===== src/hdl/first_fit_coalescing_allocator_top_macros.svh =====
// Assertion macros used by the allocator controller.
`ifndef FIRST_FIT_COALESCING_ALLOCATOR_TOP_MACROS_SVH
`define FIRST_FIT_COALESCING_ALLOCATOR_TOP_MACROS_SVH

// The consequent must hold in the same cycle as the antecedent.
`define FFCA_ASSERT_NOW(lbl, ante, cons, msg) \
  lbl: assert property (@(posedge clk_i) disable iff (!rst_ni) (ante) |-> (cons)) \
    else $error(msg);

// The consequent must hold in the cycle after the antecedent.
`define FFCA_ASSERT_NEXT(lbl, ante, cons, msg) \
  lbl: assert property (@(posedge clk_i) disable iff (!rst_ni) (ante) |=> (cons)) \
    else $error(msg);

`endif


===== src/hdl/ffca_pkg.sv =====
// Types, constants and codes shared by the allocator modules.
package ffca_pkg;

  localparam int ArenaBytes = 65536;
  localparam int HdrBytes   = 16;
  localparam int SplitMin   = HdrBytes * 2;
  localparam int Granules   = ArenaBytes / 8;
  localparam int IDX_W      = $clog2(Granules);
  localparam int TailIdx    = (ArenaBytes - HdrBytes) / 8;
  localparam int SIZE_W     = 17;
  localparam int NEED_W     = SIZE_W + 1;
  localparam int OFF_W      = 16;
  localparam int CNT_W      = 13;

  typedef enum logic [1:0] {
    CMD_ALLOC = 2'd0,
    CMD_FREE  = 2'd1,
    CMD_STATS = 2'd2
  } cmd_e;

  typedef enum logic [3:0] {
    S_CLR,
    S_IDLE,
    S_DISPATCH,
    S_AWALK,
    S_ANB,
    S_ALINK,
    S_AUSE,
    S_FG,
    S_FWALK,
    S_FWG,
    S_FLINK,
    S_SWALK
  } state_e;

  typedef enum logic [1:0] {
    RD_CUR,
    RD_NEXT,
    RD_G
  } rd_src_e;

  typedef enum logic [2:0] {
    WR_NONE,
    WR_CLR,
    WR_NB,
    WR_LINK,
    WR_USE,
    WR_G
  } wr_sel_e;

  typedef struct packed {
    logic              mark;
    logic              has_next;
    logic [IDX_W-1:0]  next;
    logic [SIZE_W-1:0] size;
  } hdr_t;

  typedef struct packed {
    logic    load;
    rd_src_e rd_src;
    wr_sel_e wr_sel;
    logic    walk_step;
    logic    latch_cur;
    logic    ld_g;
    logic    acc;
    logic    finish;
    logic    ok;
    logic    res_off;
    logic    res_stats;
  } ffca_ctl_t;

  typedef struct packed {
    cmd_e cmd;
    logic clr_last;
    logic fits;
    logic has_next;
    logic mark;
    logic cur_lt_g;
    logic off_bad;
  } ffca_sts_t;

endpackage


===== src/hdl/ffca_controller.sv =====
// Controller: state machine that sequences the clearing pass and each request.
module ffca_controller
  import ffca_pkg::*;
(
  input  logic      clk_i,
  input  logic      rst_ni,
  input  logic      start,
  output logic      busy,
  input  ffca_sts_t sts_i,
  output ffca_ctl_t ctl_o
);

  `include "first_fit_coalescing_allocator_top_macros.svh"

  state_e state_q, state_d;

  always_ff @(posedge clk_i or negedge rst_ni) begin
    if (!rst_ni) begin
      state_q <= S_CLR;
    end else begin
      state_q <= state_d;
    end
  end

  always_comb begin
    state_d = state_q;
    ctl_o   = '0;
    ctl_o.rd_src = RD_CUR;
    ctl_o.wr_sel = WR_NONE;
    case (state_q)
      S_CLR: begin
        ctl_o.wr_sel = WR_CLR;
        if (sts_i.clr_last) begin
          state_d = S_IDLE;
        end
      end
      S_IDLE: begin
        if (start) begin
          ctl_o.load = 1'b1;
          state_d    = S_DISPATCH;
        end
      end
      S_DISPATCH: begin
        case (sts_i.cmd)
          CMD_ALLOC: state_d = S_AWALK;
          CMD_STATS: state_d = S_SWALK;
          CMD_FREE: begin
            if (sts_i.off_bad) begin
              ctl_o.finish = 1'b1;
              state_d      = S_IDLE;
            end else begin
              ctl_o.rd_src = RD_G;
              state_d      = S_FG;
            end
          end
          default: begin
            ctl_o.finish = 1'b1;
            state_d      = S_IDLE;
          end
        endcase
      end
      S_AWALK: begin
        if (sts_i.fits) begin
          ctl_o.latch_cur = 1'b1;
          state_d         = S_ANB;
        end else if (sts_i.has_next) begin
          ctl_o.walk_step = 1'b1;
          ctl_o.rd_src    = RD_NEXT;
        end else begin
          ctl_o.finish = 1'b1;
          state_d      = S_IDLE;
        end
      end
      S_ANB: begin
        ctl_o.wr_sel = WR_NB;
        state_d      = S_ALINK;
      end
      S_ALINK: begin
        ctl_o.wr_sel = WR_LINK;
        state_d      = S_AUSE;
      end
      S_AUSE: begin
        ctl_o.wr_sel  = WR_USE;
        ctl_o.finish  = 1'b1;
        ctl_o.ok      = 1'b1;
        ctl_o.res_off = 1'b1;
        state_d       = S_IDLE;
      end
      S_FG: begin
        if (sts_i.mark) begin
          ctl_o.ld_g = 1'b1;
          state_d    = S_FWALK;
        end else begin
          ctl_o.finish = 1'b1;
          state_d      = S_IDLE;
        end
      end
      S_FWALK: begin
        if (sts_i.cur_lt_g && sts_i.has_next) begin
          ctl_o.walk_step = 1'b1;
          ctl_o.rd_src    = RD_NEXT;
        end else begin
          ctl_o.latch_cur = 1'b1;
          state_d         = S_FWG;
        end
      end
      S_FWG: begin
        ctl_o.wr_sel = WR_G;
        state_d      = S_FLINK;
      end
      S_FLINK: begin
        ctl_o.wr_sel = WR_LINK;
        ctl_o.finish = 1'b1;
        ctl_o.ok     = 1'b1;
        state_d      = S_IDLE;
      end
      S_SWALK: begin
        ctl_o.acc = 1'b1;
        if (sts_i.has_next) begin
          ctl_o.walk_step = 1'b1;
          ctl_o.rd_src    = RD_NEXT;
        end else begin
          ctl_o.finish    = 1'b1;
          ctl_o.ok        = 1'b1;
          ctl_o.res_stats = 1'b1;
          state_d         = S_IDLE;
        end
      end
      default: state_d = S_IDLE;
    endcase
  end

  assign busy = (state_q != S_IDLE);

  `FFCA_ASSERT_NEXT(a_accept_dispatch, state_q == S_IDLE && start, state_q == S_DISPATCH, "accepted request did not reach dispatch")
  `FFCA_ASSERT_NEXT(a_finish_idle, ctl_o.finish, state_q == S_IDLE, "finished request did not return to idle")
  `FFCA_ASSERT_NOW(a_walk_no_write, state_q == S_AWALK || state_q == S_FWALK || state_q == S_SWALK, ctl_o.wr_sel == WR_NONE, "header store written during a list walk")
  `FFCA_ASSERT_NOW(a_ok_on_finish, ctl_o.ok || ctl_o.res_off || ctl_o.res_stats, ctl_o.finish, "result flags raised without a finish")

endmodule


===== config.mk =====
export PLATFORM = sky130hd
export DESIGN_NAME = ffca_controller
export DESIGN_NICKNAME = d
export VERILOG_FILES = /design/src/hdl/ffca_pkg.sv /design/src/hdl/ffca_controller.sv
export VERILOG_INCLUDE_DIRS = /design/src /design/src/hdl
export SDC_FILE = /design/constraint.sdc
export NUM_CORES = 1
export LEC_CHECK = 0
export BUFFER_PORTS_ARGS = -buffer_cell sky130_fd_sc_hd__buf_2
export CAP_MARGIN = 15
export CORE_MARGIN = 8
export CORE_UTILIZATION = 44
export DETAILED_ROUTE_END_ITERATION = 10
export PLACE_DENSITY = 0.79
export SETUP_SLACK_MARGIN = 0.3
export SKIP_LAST_GASP = 1
export SYNTH_ARGS = -nofsm -noshare
export SYNTH_HDL_FRONTEND = slang
export SYNTH_SLANG_ARGS = --single-unit
export TNS_END_PERCENT = 50

===== constraint.sdc =====
create_clock -name clk_i -period 4.1 [get_ports clk_i]
set_clock_uncertainty 0.15 [all_clocks]
set_input_delay 1.025 -clock clk_i [delete_from_list [all_inputs] [get_ports clk_i]]
set_output_delay 1.025 -clock clk_i [all_outputs]
set_load 0.1 [all_outputs]

# After elaboration in Yosys (flattened, before gate mapping)
# Index checks and enable logic that the tools add are counted.
# word_totals
register_bits	4
latch_bits	0
ramBits	0
mem_bits_ro	0
output_inout_bits	15
mem_count	0
# op_classes
n_addsub	0
n_mul	0
div_mod_pow	0
magnitude_cmp	0
n_eq_ne	17
n_shift	0
mux	38
bitwise	0
n_reduce_logical	7
# ops
operator	n
one-hot mux 4 bit (10 select lines)	1
2-to-1 mux 4 bit	6
2-to-1 mux 1 bit	19
== test 4 x 3 -> 1 bit, second input constant	4
== test 4 bit, second input constant	4
one-hot mux 3 bit (5 select lines)	1
one-hot mux 4 bit (3 select lines)	1
== test 4 x 2 -> 1 bit, second input constant	2
one-hot mux 2 bit (4 select lines)	1
2-to-1 mux 2 bit	3
inequality test 2 bit, second input constant	3
one-hot mux 1 bit (2 select lines)	3
OR reduction 2 bit	3
one-hot mux 1 bit (5 select lines)	1
== test 4 x 1 -> 1 bit, second input constant	1
logical NOT 4 bit	1
inequality test 4 x 1 -> 1 bit, second input constant	1
2-to-1 mux 3 bit	1
one-hot mux 1 bit (3 select lines)	1
AND reduction 3 bit	1
== test 2 x 1 -> 1 bit, second input constant	1
== test 2 bit, second input constant	1
logical NOT 2 bit	1
logical AND 1 bit	1

# Depth between registers and ports, before layout
# Gate-level depths: netlist of the first run.
# logic_depth
word_depth	4
ltp_mapped	5
ltp_nobuf	4

# Worst setup path before layout of the first run
# No wires, ideal clock.
# synth_path
kind	input-to-output
from	in sts_i[4] (netlist name)
to	out ctl_o[11] (netlist name)
t_arrival_ns	3.329
required_ns	2.925
slack_ns	-0.404
path_stages	4
path_buffers	0
path_cell_list	nor2b_1 -> nor2_1 -> a31oi_1 -> nor3_1
# synth_lines
element	line	source
start, declared	ffca_controller.sv:9	input ffca_sts_t sts_i,
end, declared	ffca_controller.sv:10	output ffca_ctl_t ctl_o

==> results of run 1 <==
[logic make-up after synthesis]
group,Yosys count,share of synthesized area [%]
AOI/OAI and AO/OA,23,26.0
xor gates and xnor gates,1,1.52
buffers and inverters,11,13.4
DFF,4,17.3
muxes,1,1.73
and+or+nand+nor,42,40.0
[cell usage in the layout, fill, tap and decap left out, types with 3 or more instances in the layout]
cell type   n
nand2b_1    4
dfrtp_1     4
nor3_2      3
buf_2      25
nand3_1     5
a21oi_1     5
o21ai_1     3
and3_1      3
nor2_1      9
clkbuf_4    3
inv_1       4
o22ai_1     4
nor3_1      4
o21ai_0     4
nor2b_1     3
nand2_1     8
[worst register-to-register path, cell delays in order (launching register included)]
cell,delay (ns)
dfrtp_1,0.71
nand2b_1,0.31
a21oi_1,0.06
o21ai_1,0.18
o31ai_2,0.08
[final timing paths]
check	from	to	slack, ns
worst min-delay path	rst_ni	state_q[0]$_DFFE_PN0P_	0.43
worst max-delay path	sts_i[3]	ctl_o[3]	0.74
max in group asynchronous	rst_ni	state_q[1]$_DFFE_PN0P_	3.25
worst min register to register	state_q[0]$_DFFE_PN0P_	state_q[3]$_DFFE_PN0P_	0.60
min in group clk_i	state_q[0]$_DFFE_PN0P_	state_q[3]$_DFFE_PN0P_	0.60
worst max register to register	state_q[2]$_DFFE_PN0P_	state_q[3]$_DFFE_PN0P_	2.46
[routing by layer]
| metal | GRT usage [%] | part of all wire (%) | up-vias |
|---|---|---|---|
| met5 | 0 | 0 | - |
| met4 | 3.88 | 0 | 0 |
| met3 | 3.69 | 5.8 | 0 |
| met2 | 18.8 | 50 | 18 |
| met1 | 14.3 | 44 | 288 |
| li1 | - | - | 335 |
[layout make-up]
type                    instances  area share (%)
multi-input cells              67            58.7
repair buffers                 25            18.3
flip-flops and latches          4            14.7
clock buffers                   3            3.30
well taps                      15            2.75
inverters                       4            2.20
[metrics by stage]
step	instance area (µm²)	cells	hold WS, ns
2_1_floorplan	578	82	0.479
3_3_place_gp	659	115	0.585
3_5_place_dp	659	115	0.587
4_1_cts	682	118	0.426
5_1_grt	682	118	0.433
6_report	682	118	0.434
==> metrics, run 1 <==
count of buffers from port buffering=25; crit start category=input pin; latest clock arrival within the worst-skew pair=0.23 ns; first drt pass iteration count=4; clk slew on worst S/H paths=0.04 ns; via total after detailed routing=641; largest buffer count on any clock path=2; most frequent cell after synthesis=nor2_1; Die Span Y=52.2 µm; share of cells above drive strength 1=35.0%; Synth Register Bits=4; Post-DP HPWL=1200 µm; critical path data required time=2.92 ns; outcome=finished, final reports clean; drt initial violations=11; slowest CP cell=buf_2; Post-synth top flop=dfrtp_1; clock root cell=clkbuf_4; Final setup viols=0; Hold Path Class=input pin to async pin; Total Wirelength=1570 µm; Multi-input gate area=400 µm²; # diodes=0; biggest regs=state_q (4); CTS tree=yes; main area contributors after synthesis=dfrtp_1, buf_6, nor2_1; R2R cell count=4; post-synth top area share=17.3%; Worst Setup End Kind=output pin; Total Routing Usage GR=11.7%; Pins Over Slew Limit=0; Post-CTS Resized=0; crit-path max FO=6; storage element area=100 µm²; WP depth=6; Largest register FFs=4; synthesized area=578 µm²; Final WS setup=0.741 ns; post-synthesis sequential area ratio=17.3%; Post-CTS Hold Fix Bufs=0; EDFF count, synth=0; setup TNS=0 ns; CTS Sinks=4; Critical Path AT=2.18 ns; IO Pins=26; syn_nets=93; die area=2730 µm²; RSZ-0062 raised after global routing=no; cells along the critical path=buf_2 > nor3_2 > a21oi_1 > or3_1 > o211ai_2 > buf_2; kind of critical path=input pin to output pin; global-route wire length before repair=2540 µm; drt wl/cell=13.3 µm; Crit path max-delay family=buffers and inverters; Top reg by flops=state_q; antenna violations before repair=0; antenna violation net count after detailed routing=0; # DRC=0; htree depth=1; Layout area overhead=18.0%; Final min period=3.36 ns; Slew @ Worst Pin=0.640 ns; fin util=53.7%; Rows=13; max-cap viol count=0; total grt overflow=0; Initial Util=45.6%; Final Hold Viols=0; Mapped Cells=82; DR vias/cell=5.43; most used cell, CP=buf_2; core area=1270 µm²; Worst path max stage delay=0.44 ns; worst slack, placed=0.737 ns; final estimated routing congestion in global placement=0.826; Avg Synthesized Cell Area=7.05 µm²; Post-synth ARST share=100%; pin count of the biggest net entering global routing=20; vias in the first global route=589; fill count=140; Netlist cell types=29; Ys Warns=0; period utilisation layout=81.9%; cell taking the most area after synthesis=dfrtp_1; Post-synth top cells=nor2_1, nand2_1, a21oi_1, nand3_1; Setup Buffers After CTS=0; CTS Buf Count=3; Nets=116; Buf/Inv on CP=2; die width=52.2 µm; Slew headroom=57.4%; fmax=0.298 GHz
Power of run 1 is not shown: default switching activity piles up to over one toggle a cycle in this logic, so the estimate is an artifact.
==> inputs of run 2 (changes only) <==
--- a/config.mk
+++ b/config.mk
@@ -9,9 +9,9 @@
 export BUFFER_PORTS_ARGS = -buffer_cell sky130_fd_sc_hd__buf_2
 export CAP_MARGIN = 15
 export CORE_MARGIN = 8
-export CORE_UTILIZATION = 44
+export CORE_UTILIZATION = 41
 export DETAILED_ROUTE_END_ITERATION = 10
-export PLACE_DENSITY = 0.79
+export PLACE_DENSITY = 0.77
 export SETUP_SLACK_MARGIN = 0.3
 export SKIP_LAST_GASP = 1
 export SYNTH_ARGS = -nofsm -noshare
==> constraint.sdc (replaced) <==
create_clock -name clk_i -period 3 [get_ports clk_i]
set_clock_uncertainty 0.15 [all_clocks]
set_input_delay 0.75 -clock clk_i [delete_from_list [all_inputs] [get_ports clk_i]]
set_output_delay 0.75 -clock clk_i [all_outputs]
set_load 0.1 [all_outputs]
==> metrics, run 2 (synthesized netlist as in run 1, its figures left out) <==
critical path data required time=2.10 ns; core area=1320 µm²; # diodes=0; Pins Over Slew Limit=0; crit start category=input pin; via total after detailed routing=684; first drt pass iteration count=4; clk slew on worst S/H paths=0.04 ns; fmax=0.380 GHz; Worst path max stage delay=0.32 ns; total grt overflow=0; share of cells above drive strength 1=46.7%; Total Wirelength=1780 µm; clock root cell=clkbuf_4; Slew @ Worst Pin=0.490 ns; CTS Sinks=4; crit-path max FO=6; Buf/Inv on CP=2; pin count of the biggest net entering global routing=19; drt initial violations=23; CTS Buf Count=3; vias in the first global route=649; Post-CTS Hold Fix Bufs=0; Top reg by flops=state_q; IO Pins=26; Final Hold Viols=0; drt wl/cell=14.6 µm; biggest regs=state_q (4); final estimated routing congestion in global placement=0.935; Final min period=2.63 ns; Total Routing Usage GR=13.6%; max-cap viol count=0; Critical Path AT=1.73 ns; antenna violation net count after detailed routing=0; Post-DP HPWL=1400 µm; global-route wire length before repair=3000 µm; kind of critical path=input pin to output pin; CTS tree=yes; outcome=finished, final reports clean; Die Span Y=53.6 µm; Rows=13; Slew headroom=67.6%; commonest non-fill, non-tap cell in the layout=buf_2; RSZ-0062 raised after global routing=yes; htree depth=1; DR vias/cell=5.61; die area=2870 µm²; largest buffer count on any clock path=2; die width=53.6 µm; latest clock arrival within the worst-skew pair=0.25 ns; cells along the critical path=buf_2 > nor3_2 > a21oi_1 > or3_1 > o211ai_2 > buf_12; Nets=120; Final setup viols=0; Crit path max-delay family=simple AND/OR/NAND/NOR gates; Largest register FFs=4; Initial Util=43.9%; Hold Path Class=input pin to async pin; period utilisation layout=87.8%; Layout area overhead=42.9%; most frequent cells in the layout=buf_2, nand2_1, nor2_1; antenna violations before repair=0; count of buffers from port buffering=25; fin util=62.7%; Worst Setup End Kind=output pin; slowest CP cell=or3_1; Setup Buffers After CTS=0; # DRC=0
[run 2: through the flow]
step                area, µm²  setup TNS [ns]  hold WS [ns]  setup WS, ns  instances
finish                    826               0         0.148         0.366        122
global route              826               0         0.145         0.274        122
CTS                       812               0         0.142         0.288        122
detailed placement        787               0         0.408         0.367        119
global placement          787               0         0.407         0.384        119
floorplan                 616          -0.335         0.304        -0.112         82
[run 2: routing by layer]
layer  global-route usage [%]  wire length [µm]  vias up
met4                     5.46                32        0
li1                         -                 -      338
met2                     21.7               882       37
met5                        0                 0        -
met3                     3.86               147        4
met1                     17.0               721      305
[run 2: final timing paths]
| kind | start | to | slack, ns | cells past startpoint |
|---|---|---|---|---|
| min in group clk_i | state_q[0]$_DFFE_PN0P_ | state_q[3]$_DFFE_PN0P_ | 0.40 | 1 |
| worst min-delay path | rst_ni | state_q[2]$_DFFE_PN0P_ | 0.15 | 1 |
| max in group asynchronous | rst_ni | state_q[0]$_DFFE_PN0P_ | 2.41 | 1 |
| worst max register to register | state_q[2]$_DFFE_PN0P_ | state_q[0]$_DFFE_PN0P_ | 1.48 | 5 |
| worst min register to register | state_q[0]$_DFFE_PN0P_ | state_q[3]$_DFFE_PN0P_ | 0.40 | 1 |
| worst max-delay path | sts_i[3] | ctl_o[3] | 0.37 | 6 |
[run 2: area by class of cell]
cell class / instances / area [µm²]
fill: 103 / 492
multi-input combinational: 67 / 440
timing repair buffer: 29 / 226
sequential: 4 / 103
clock buffer: 3 / 22.5
tap: 15 / 18.8
inverter: 4 / 15.0
[run 2: repair_timing]
action,CTS,global route
hold endpoints to repair,0,0
gates resized for setup,1,7
setup endpoints to repair,3,7
Power of run 2 is left out for the same reason.
==> inputs of run 3 (changes only) <==
--- a/config.mk
+++ b/config.mk
@@ -8,10 +8,12 @@
 export LEC_CHECK = 0
 export BUFFER_PORTS_ARGS = -buffer_cell sky130_fd_sc_hd__buf_2
 export CAP_MARGIN = 15
+export CELL_PAD_IN_SITES_DETAIL_PLACEMENT = 1
+export CELL_PAD_IN_SITES_GLOBAL_PLACEMENT = 1
 export CORE_MARGIN = 8
-export CORE_UTILIZATION = 41
+export CORE_UTILIZATION = 27
 export DETAILED_ROUTE_END_ITERATION = 10
-export PLACE_DENSITY = 0.77
+export PLACE_DENSITY = 0.75
 export SETUP_SLACK_MARGIN = 0.3
 export SKIP_LAST_GASP = 1
 export SYNTH_ARGS = -nofsm -noshare
==> metrics, run 3 (synthesized netlist as in run 1, its figures left out) <==
R2R cell count=5; kind of critical path=input pin to output pin; Post-DP HPWL=1650 µm; antenna violations before repair=0; cells along the critical path=buf_2 > nor3_2 > a21oi_1 > or3_1 > o211ai_2 > buf_12; largest buffer count on any clock path=2; flop2flop setup slack=1.52 ns; count of buffers from port buffering=25; drt initial violations=9; slowest CP cell=or3_1; CTS Sinks=4; Final Hold Viols=0; final estimated routing congestion in global placement=0.800; biggest regs=state_q (4); Critical Path AT=1.76 ns; antenna violation net count after detailed routing=0; Buf/Inv on CP=2; htree depth=1; Total Routing Usage GR=9.79%; Final WS setup=0.345 ns; critical path data required time=2.10 ns; die width=62.3 µm; CTS Buf Count=3; latest clock arrival within the worst-skew pair=0.23 ns; Final min period=2.66 ns; die area=3880 µm²; period utilisation layout=88.5%; max-cap viol count=0; total grt overflow=0; RSZ-0062 raised after global routing=yes; # diodes=0; commonest non-fill, non-tap cell in the layout=buf_2; crit start category=input pin; Crit path max-delay family=simple AND/OR/NAND/NOR gates; Hold Path Class=input pin to async pin; Setup Buffers After CTS=0; setup TNS=0 ns; Worst path max stage delay=0.34 ns; DR vias/cell=5.07; most frequent cells in the layout=buf_2, nand2_1, nor2_1; clock root cell=clkbuf_4; crit path from=sts_i[3]; Top reg by flops=state_q; worst slack, placed=0.326 ns; CTS tree=yes; fmax=0.377 GHz; reg-to-reg endpoint=state_q[0]$_DFFE_PN0P_; drt wl/cell=14.5 µm; Layout area overhead=45.7%; Total Wirelength=1960 µm; global-route wire length before repair=3240 µm; vias in the first global route=738; crit-path max FO=6; Worst Setup End Kind=output pin; Rows=16; via total after detailed routing=684; outcome=finished, final reports clean; pin count of the biggest net entering global routing=15; Nets=121; # DRC=0; r2r startpoint=state_q[3]$_DFFE_PN0P_; share of cells above drive strength 1=45.4%; Largest register FFs=4; first drt pass iteration count=2; Slew headroom=67.3%; Initial Util=29.2%; Pins Over Slew Limit=0; Slew @ Worst Pin=0.494 ns; core area=1980 µm²; Final setup viols=0; Die Span Y=62.3 µm; IO Pins=26; clk slew on worst S/H paths=0.04 ns; Post-CTS Hold Fix Bufs=0
-- run 3: final cells by class --
| cell class | count | area [µm²] |
|---|---|---|
| well taps | 27 | 33.8 |
| flip-flops and latches | 4 | 101 |
| multi-input cells | 67 | 438 |
| clock buffers | 3 | 22.5 |
| fillers | 266 | 1140 |
| inverters | 4 | 15.0 |
| repair buffers | 30 | 231 |
-- run 3: worst max-delay path by stage --
stage               endpoint  depth (start not counted)
floorplan           ctl_o[9]                          3
global placement    ctl_o[3]                          6
detailed placement  ctl_o[3]                          6
CTS                 ctl_o[3]                          6
global route        ctl_o[8]                          5
finish              ctl_o[3]                          6
-- run 3: metal layers --
| layer | track usage (%) | wire length, µm |
|---|---|---|
| met1 | 11.5 | 955 |
| met2 | 16.7 | 928 |
| met3 | 3.05 | 77 |
| met4 | 2.56 | 0 |
| met5 | 0 | 0 |
-- run 3: stage by stage --
| step | utilization [%] | instances | hold slack (ns) | area (µm²) |
|---|---|---|---|---|
| 6_report | 42.5 | 135 | 0.164 | 842 |
| 5_1_grt | 42.5 | 135 | 0.165 | 842 |
| 4_1_cts | 42.2 | 135 | 0.160 | 836 |
| 3_5_place_dp | 40.8 | 132 | 0.408 | 810 |
| 3_3_place_gp | 40.8 | 132 | 0.405 | 810 |
| 2_1_floorplan | - | 82 | 0.304 | 616 |
-- run 3: repair_timing --
action | in CTS | in global routing
pin swaps | 0 | 0
resized for setup | 2 | 2
endpoints found under the setup margin | 3 | 4
cloned | 0 | 0
Power of run 3 is left out for the same reason.
